## src/rtl/assert_macros.svh

```systemverilog
// Assertion macros shared by the heap RTL.
// Depends on nothing; taken in by the top level with an include.
`ifndef ASSERT_MACROS_SVH
`define ASSERT_MACROS_SVH

// Checked at every rising edge, held off while reset is high.
`define ASSERT_CLK_RST(lbl, clk, rst, prop, msg) \
   lbl: assert property (@(posedge clk) disable iff (rst) prop) else $error(msg);

// Checked at every rising edge, reset included.
`define ASSERT_CLK(lbl, clk, prop, msg) \
   lbl: assert property (@(posedge clk) prop) else $error(msg);

`endif

```

## src/rtl/amh_pkg.sv

```systemverilog
// Shared types and constants for the addressable min-heap.
// Used by amh_ctrl, amh_dp and addressable_min_heap_top.
package amh_pkg;

   localparam int CAPACITY     = 256;
   localparam int HANDLE_COUNT = 256;
   localparam int KEY_BITS     = 32;
   localparam int SLOT_BITS    = $clog2(CAPACITY + 1);
   localparam int HADDR_BITS   = $clog2(CAPACITY);
   localparam int HND_BITS     = 8;

   typedef logic signed [KEY_BITS-1:0] key_type;
   typedef logic [SLOT_BITS-1:0]       slot_type;
   typedef logic [HND_BITS-1:0]        hnd_type;

   typedef enum logic [2:0] {
      OP_INSERT  = 3'd0,
      OP_EXTRACT = 3'd1,
      OP_CHANGE  = 3'd2,
      OP_REMOVE  = 3'd3,
      OP_PEEK    = 3'd4
   } op_type;

   typedef enum logic [2:0] {
      ST_OK      = 3'd0,
      ST_EMPTY   = 3'd1,
      ST_FULL    = 3'd2,
      ST_PRESENT = 3'd3,
      ST_ABSENT  = 3'd4
   } status_type;

   typedef enum logic [4:0] {
      C_IDLE, C_ACCEPT, C_SET_ST, C_INS, C_EX_RD, C_EX_KEY, C_EX_GOT,
      C_CK_RD, C_CK_SET, C_RM, C_TK0, C_TK1, C_TK2, C_UP0, C_UP1,
      C_UP_MOVE, C_PLACE, C_DN0, C_DN1, C_DN2, C_DN3, C_DN_MOVE,
      C_FIN0, C_FIN1, C_FIN2
   } code_type;

   typedef struct packed {
      code_type   code;
      status_type st;
   } cmd_type;

   typedef struct packed {
      logic [2:0] op;
      logic       inrange;
      logic       present;
      logic       full;
      logic       empty;
      logic       slot_le1;
      logic       key_gt;
      logic       key_lt;
      logic       parent_gt;
      logic       l_ok;
      logic       tk_past;
      logic       dn_stay;
      logic       from_take;
   } stat_type;

   typedef enum logic [4:0] {
      S_IDLE, S_DEC, S_EX1, S_EX2, S_CK1, S_TK0, S_TK1, S_TK2,
      S_UP0, S_UP1, S_UP2, S_DN0, S_DN1, S_DN2, S_DN3, S_DN4,
      S_FIN, S_F1, S_F2, S_OUT
   } state_type;

endpackage

```

## src/rtl/amh_ctrl.sv

```systemverilog
// Heap controller: sequences each request through the datapath steps.
// Depends on amh_pkg; commands amh_dp and drives the handshakes.
module amh_ctrl (
   input  logic               clock,
   input  logic               reset,
   input  logic               req_valid,
   output logic               req_stall,
   output logic               rsp_valid,
   input  logic               rsp_stall,
   input  amh_pkg::stat_type  stat,
   output amh_pkg::cmd_type   cmd
);

   amh_pkg::state_type state_ff, state_in;

   always_ff @(posedge clock) begin
      if (reset) begin
         state_ff <= amh_pkg::S_IDLE;
      end else begin
         state_ff <= state_in;
      end
   end

   always_comb begin
      state_in  = state_ff;
      cmd.code  = amh_pkg::C_IDLE;
      cmd.st    = amh_pkg::ST_OK;
      req_stall = 1'b1;
      rsp_valid = 1'b0;
      case (state_ff)
         amh_pkg::S_IDLE: begin
            req_stall = 1'b0;
            if (req_valid) begin
               cmd.code = amh_pkg::C_ACCEPT;
               state_in = amh_pkg::S_DEC;
            end
         end
         amh_pkg::S_DEC: begin
            state_in = amh_pkg::S_FIN;
            cmd.code = amh_pkg::C_SET_ST;
            case (stat.op)
               amh_pkg::OP_INSERT: begin
                  if (!stat.inrange) begin
                     cmd.st = amh_pkg::ST_ABSENT;
                  end else if (stat.present) begin
                     cmd.st = amh_pkg::ST_PRESENT;
                  end else if (stat.full) begin
                     cmd.st = amh_pkg::ST_FULL;
                  end else begin
                     cmd.code = amh_pkg::C_INS;
                     state_in = amh_pkg::S_UP0;
                  end
               end
               amh_pkg::OP_EXTRACT: begin
                  if (stat.empty) begin
                     cmd.st = amh_pkg::ST_EMPTY;
                  end else begin
                     cmd.code = amh_pkg::C_EX_RD;
                     state_in = amh_pkg::S_EX1;
                  end
               end
               amh_pkg::OP_CHANGE: begin
                  if (!stat.inrange) begin
                     cmd.st = amh_pkg::ST_ABSENT;
                  end else if (!stat.present && stat.full) begin
                     cmd.st = amh_pkg::ST_FULL;
                  end else if (!stat.present) begin
                     cmd.code = amh_pkg::C_INS;
                     state_in = amh_pkg::S_UP0;
                  end else begin
                     cmd.code = amh_pkg::C_CK_RD;
                     state_in = amh_pkg::S_CK1;
                  end
               end
               amh_pkg::OP_REMOVE: begin
                  if (!stat.inrange || !stat.present) begin
                     cmd.st = amh_pkg::ST_ABSENT;
                  end else begin
                     cmd.code = amh_pkg::C_RM;
                     state_in = amh_pkg::S_TK0;
                  end
               end
               default: begin
                  cmd.st = stat.empty ? amh_pkg::ST_EMPTY : amh_pkg::ST_OK;
               end
            endcase
         end
         amh_pkg::S_EX1: begin
            cmd.code = amh_pkg::C_EX_KEY;
            state_in = amh_pkg::S_EX2;
         end
         amh_pkg::S_EX2: begin
            cmd.code = amh_pkg::C_EX_GOT;
            state_in = amh_pkg::S_TK0;
         end
         amh_pkg::S_CK1: begin
            if (stat.key_gt) begin
               cmd.code = amh_pkg::C_CK_SET;
               state_in = amh_pkg::S_DN0;
            end else if (stat.key_lt) begin
               cmd.code = amh_pkg::C_CK_SET;
               state_in = amh_pkg::S_UP0;
            end else begin
               state_in = amh_pkg::S_FIN;
            end
         end
         amh_pkg::S_TK0: begin
            cmd.code = amh_pkg::C_TK0;
            state_in = amh_pkg::S_TK1;
         end
         amh_pkg::S_TK1: begin
            if (stat.tk_past) begin
               state_in = amh_pkg::S_FIN;
            end else begin
               cmd.code = amh_pkg::C_TK1;
               state_in = amh_pkg::S_TK2;
            end
         end
         amh_pkg::S_TK2: begin
            cmd.code = amh_pkg::C_TK2;
            state_in = amh_pkg::S_UP0;
         end
         amh_pkg::S_UP0: begin
            if (stat.slot_le1 && stat.from_take) begin
               state_in = amh_pkg::S_DN0;
            end else if (stat.slot_le1) begin
               cmd.code = amh_pkg::C_PLACE;
               state_in = amh_pkg::S_FIN;
            end else begin
               cmd.code = amh_pkg::C_UP0;
               state_in = amh_pkg::S_UP1;
            end
         end
         amh_pkg::S_UP1: begin
            cmd.code = amh_pkg::C_UP1;
            state_in = amh_pkg::S_UP2;
         end
         amh_pkg::S_UP2: begin
            if (stat.parent_gt) begin
               cmd.code = amh_pkg::C_UP_MOVE;
               state_in = amh_pkg::S_UP0;
            end else if (stat.from_take) begin
               state_in = amh_pkg::S_DN0;
            end else begin
               cmd.code = amh_pkg::C_PLACE;
               state_in = amh_pkg::S_FIN;
            end
         end
         amh_pkg::S_DN0: begin
            if (stat.l_ok) begin
               cmd.code = amh_pkg::C_DN0;
               state_in = amh_pkg::S_DN1;
            end else begin
               cmd.code = amh_pkg::C_PLACE;
               state_in = amh_pkg::S_FIN;
            end
         end
         amh_pkg::S_DN1: begin
            cmd.code = amh_pkg::C_DN1;
            state_in = amh_pkg::S_DN2;
         end
         amh_pkg::S_DN2: begin
            cmd.code = amh_pkg::C_DN2;
            state_in = amh_pkg::S_DN3;
         end
         amh_pkg::S_DN3: begin
            cmd.code = amh_pkg::C_DN3;
            state_in = amh_pkg::S_DN4;
         end
         amh_pkg::S_DN4: begin
            if (stat.dn_stay) begin
               cmd.code = amh_pkg::C_PLACE;
               state_in = amh_pkg::S_FIN;
            end else begin
               cmd.code = amh_pkg::C_DN_MOVE;
               state_in = amh_pkg::S_DN0;
            end
         end
         amh_pkg::S_FIN: begin
            if (stat.empty || stat.op == amh_pkg::OP_EXTRACT) begin
               state_in = amh_pkg::S_OUT;
            end else begin
               cmd.code = amh_pkg::C_FIN0;
               state_in = amh_pkg::S_F1;
            end
         end
         amh_pkg::S_F1: begin
            cmd.code = amh_pkg::C_FIN1;
            state_in = amh_pkg::S_F2;
         end
         amh_pkg::S_F2: begin
            cmd.code = amh_pkg::C_FIN2;
            state_in = amh_pkg::S_OUT;
         end
         amh_pkg::S_OUT: begin
            rsp_valid = 1'b1;
            if (!rsp_stall) begin
               state_in = amh_pkg::S_IDLE;
            end
         end
         default: state_in = amh_pkg::S_IDLE;
      endcase
   end

endmodule
```

## config.mk

```make
export PLATFORM = sky130hd
export DESIGN_NAME = amh_ctrl
export DESIGN_NICKNAME = d
export VERILOG_FILES = /design/src/rtl/assert_macros.svh /design/src/rtl/amh_pkg.sv /design/src/rtl/amh_ctrl.sv
export SDC_FILE = /design/constraint.sdc
export NUM_CORES = 1
export LEC_CHECK = 0
export BUFFER_PORTS_ARGS = -buffer_cell sky130_fd_sc_hd__clkbuf_2
export CORE_MARGIN = 1.5
export CORE_UTILIZATION = 51
export CTS_CLUSTER_DIAMETER = 40
export CTS_CLUSTER_SIZE = 10
export DETAILED_ROUTE_END_ITERATION = 12
export PLACE_DENSITY = 0.87
export SLEW_MARGIN = 20
export SYNTH_ARGS = -nofsm -noshare
export SYNTH_HDL_FRONTEND = slang
export SYNTH_SLANG_ARGS = --single-unit
```

## constraint.sdc

```tcl
create_clock -name clock -period 2.1 [get_ports clock]
set_input_delay 0.21 -clock clock [delete_from_list [all_inputs] [get_ports clock]]
set_output_delay 0.21 -clock clock [all_outputs]
set_load 0.005 [all_outputs]
```

==> results.md <==
- Pwr per Cell Area: 967 nW/µm²
- Die area: 2080 µm²
- CTS tree: yes
- Slew HR: 0.683
- Peak VDD IR: 0.457 mV
- Fin crit share: 0.991
- Syn Std Cell Area: 927 µm²
- Post-CTS Setup Repair Bufs: 0
- Ys async rst share: 0
- First-pass GRT wire length: 4.91 mm
- CTS buffer count: 3
- Final Hold Vio Count: 0
- Fraction of layout instances using a drive strength above 1: 0.270
- Setup crit end kind: output pin
- Die Height: 45.6 µm
- Design Area, Final: 1190 µm²
- Post-DR vias/cell: 6.46
- Distinct cells, synth: 40
- Slew @ Worst Pin: 0.464 ns
- Global route overflow: 0
- Synth area leaders: dfxtp_1 (11%), a21oi_1 (10%), nor3_1 (7.6%), nor2_1 (7.3%), nand2_1 (6.9%)
- Io pins: 29
- Fmax: 481 MHz
- Clk root buf: clkbuf_4
- Ys flop type: dfxtp_1
- Largest net degree at the start of global routing: 22
- Biggest regs: state_ff: 5 flops
- Synth cell count leaders: a21oi_1 (19), nor2_1 (18), nand2_1 (17)
- Post-Syn Nets: 172
- Initial DRC Count: 99
- Most flops, register: state_ff
- Setup slack, reg-to-reg: 0.34 ns
- Setup ws final: 0.0196 ns
- Final #Nets: 205
- Static Leak: 0.488 nW
- Count of input and output buffers: 28
- Most common cell in the netlist: a21oi_1
- Starting Density: 0.543
- Synth area leader: dfxtp_1
- Fillers: 141
- Num Clock Sinks: 5
- Htree depth: 1
- Flops & latches, synth: 5
- Avg Cell Area, Syn: 6.06 µm²
- # Max-Cap Violations: 0
- WL final: 3.31 mm
- Reg2reg start: state_ff[1]
- Post-layout minimum cycle time: 2.08 ns
- Clock tree buffer depth: 2
- Via count: 1356
- Outcome: completed
- Crit path arrival time: 1.87 ns
- Die span in x: 45.6 µm
- R2R depth: 6
- WP data required: 1.89 ns
- Crit. Startpoint: state_ff[3]
- Crit path launch type: register
- Clock latency on the worst-skew pair: 0.25 ns
- Post-DP HPWL: 2.48 mm
- Sequential area share after synthesis: 0.108
- Setup CP Type: register to output pin
- Clock slew seen by the registers of the worst setup and hold paths: 0.05 ns
- Synth warn: 0
- Worst Clk Skew: 0.00183 ns
- Routed len/inst: 15.8 µm
- GPL Wtd Cong: 1.09
- Gate power share: 0.755
- Total global routing track utilization: 0.319
- Seq pwr share: 0.143
- Initial antenna violation count: 0
- Yosys top cell area share: 0.108
- RSZ-0062 raised after global routing: true
- Setup violators final: 0
- Max reg flops: 5
- Critical path peak fanout: 21
- Worst Setup Slack post-DPL: 0.263 ns
- DRC viols: 0
- Internal: 0.554 mW
- Synthesis-to-finish area growth: 28.3%
- N_diodes: 0
- Final ANT Viol Nets: 0
- Switching Fraction: 0.519
- Net Sw Power: 0.597 mW
- FF-to-FF End: state_ff[4]
- Vias in the first global route: 1143
- Hold crit path type: input port to register
- Pre-antenna DRT Iters: 4
- Slew Viols, Final: 0
- Std cell rows: 15
- Post-Synthesis Cells: 153
- DP Area: 1130 µm²
- Crit path capture: cmd[4]
- Clock power share: 0.102
- Core area: 1710 µm²
- Post-synth EDFFs: 0
## power groups by stage
stage               logic (mW)  registers [mW]  clock network, mW
detailed placement       0.821           0.162                  0
finish                   0.869           0.165              0.117
floorplan                0.537           0.143                  0
CTS                      0.825           0.162              0.116
global placement         0.817           0.161                  0
global route             0.942           0.168              0.124
## critical path: stages, from the launching register on
cell and delay, ns:
dfxtp_1 0.31, buf_4 0.20, nor2_1 0.27, o32a_1 0.23, o22ai_1 0.10, or3_1 0.38, clkbuf_2 0.12
## worst min path at each step
stage / cells after the start / start / endpoint / slack (ns)
floorplan: 1 / reset / state_ff[1] / 0.28
detailed placement: 2 / reset / state_ff[2] / 0.45
global route: 2 / reset / state_ff[3] / 0.21
finish: 2 / reset / state_ff[2] / 0.19
CTS: 2 / reset / state_ff[2] / 0.19
global placement: 2 / reset / state_ff[2] / 0.45
## final cells by class
class / instances / area [µm²] / share of cell area
inverters: 5 / 18.8 / 0.0158
repair buffers: 38 / 215 / 0.181
flip-flops and latches: 5 / 101 / 0.0852
clock buffers: 4 / 26.3 / 0.0221
multi-input cells: 133 / 797 / 0.670
well taps: 25 / 31.3 / 0.0263
## placed cells by master, fill, tap and decap left out, drive strengths merged, types with 2 or more instances in the layout
cell / synthesis / routed
buf: 4 / 10
a21oi: 19 / 19
nor3: 14 / 14
inv: 5 / 5
nand3b: 3 / 3
nand2: 17 / 17
clkbuf: 6 / 32
dfxtp: 5 / 5
nor2b: 3 / 3
or3: 3 / 3
o32ai: 4 / 4
nor3b: 4 / 4
a31oi: 2 / 2
a32oi: 3 / 3
o22ai: 2 / 2
nand3: 6 / 6
o32a: 2 / 2
o21ai: 7 / 7
a211oi: 3 / 3
o21bai: 2 / 2
nand2b: 6 / 6
nor2: 18 / 18
## cells by family after synthesis
group,Yosys count,share of synthesized area
AOI/OAI and AO/OA,52,0.377
DFF,5,0.108
xor gates and xnor gates,1,0.00945
muxes,1,0.0108
and+or+nand+nor,79,0.432
buffers and inverters,15,0.0634
## timing repair
action | in CTS | in global routing
pin swaps | 0 | 1
hold endpoints to repair | 0 | 0
endpoints found under the setup margin | 1 | 5
gates resized for setup | 1 | 6
hold buffers | 0 | 0
gates cloned | 0 | 0
## per-stage QoR
| stage | power [mW] | instances | hold slack, ns | TNS [ns] | utilization |
|---|---|---|---|---|---|
| floorplan | 0.680 | 153 | 0.279 | 0 | - |
| global placement | 0.978 | 206 | 0.447 | 0 | 0.664 |
| detailed placement | 0.983 | 206 | 0.447 | 0 | 0.664 |
| CTS | 1.10 | 210 | 0.189 | 0 | 0.680 |
| global route | 1.23 | 210 | 0.209 | -0.0941 | 0.697 |
| finish | 1.15 | 210 | 0.191 | 0 | 0.697 |
## routing by layer
metal  part of all wire  routed length, µm  global-route usage
met3               0.12                401              0.0556
met5                  0                  0                   0
met2               0.47               1550               0.532
met4              0.030                 99               0.129
met1               0.38               1260               0.400
Note: power is estimated with default switching activity, not from simulation.
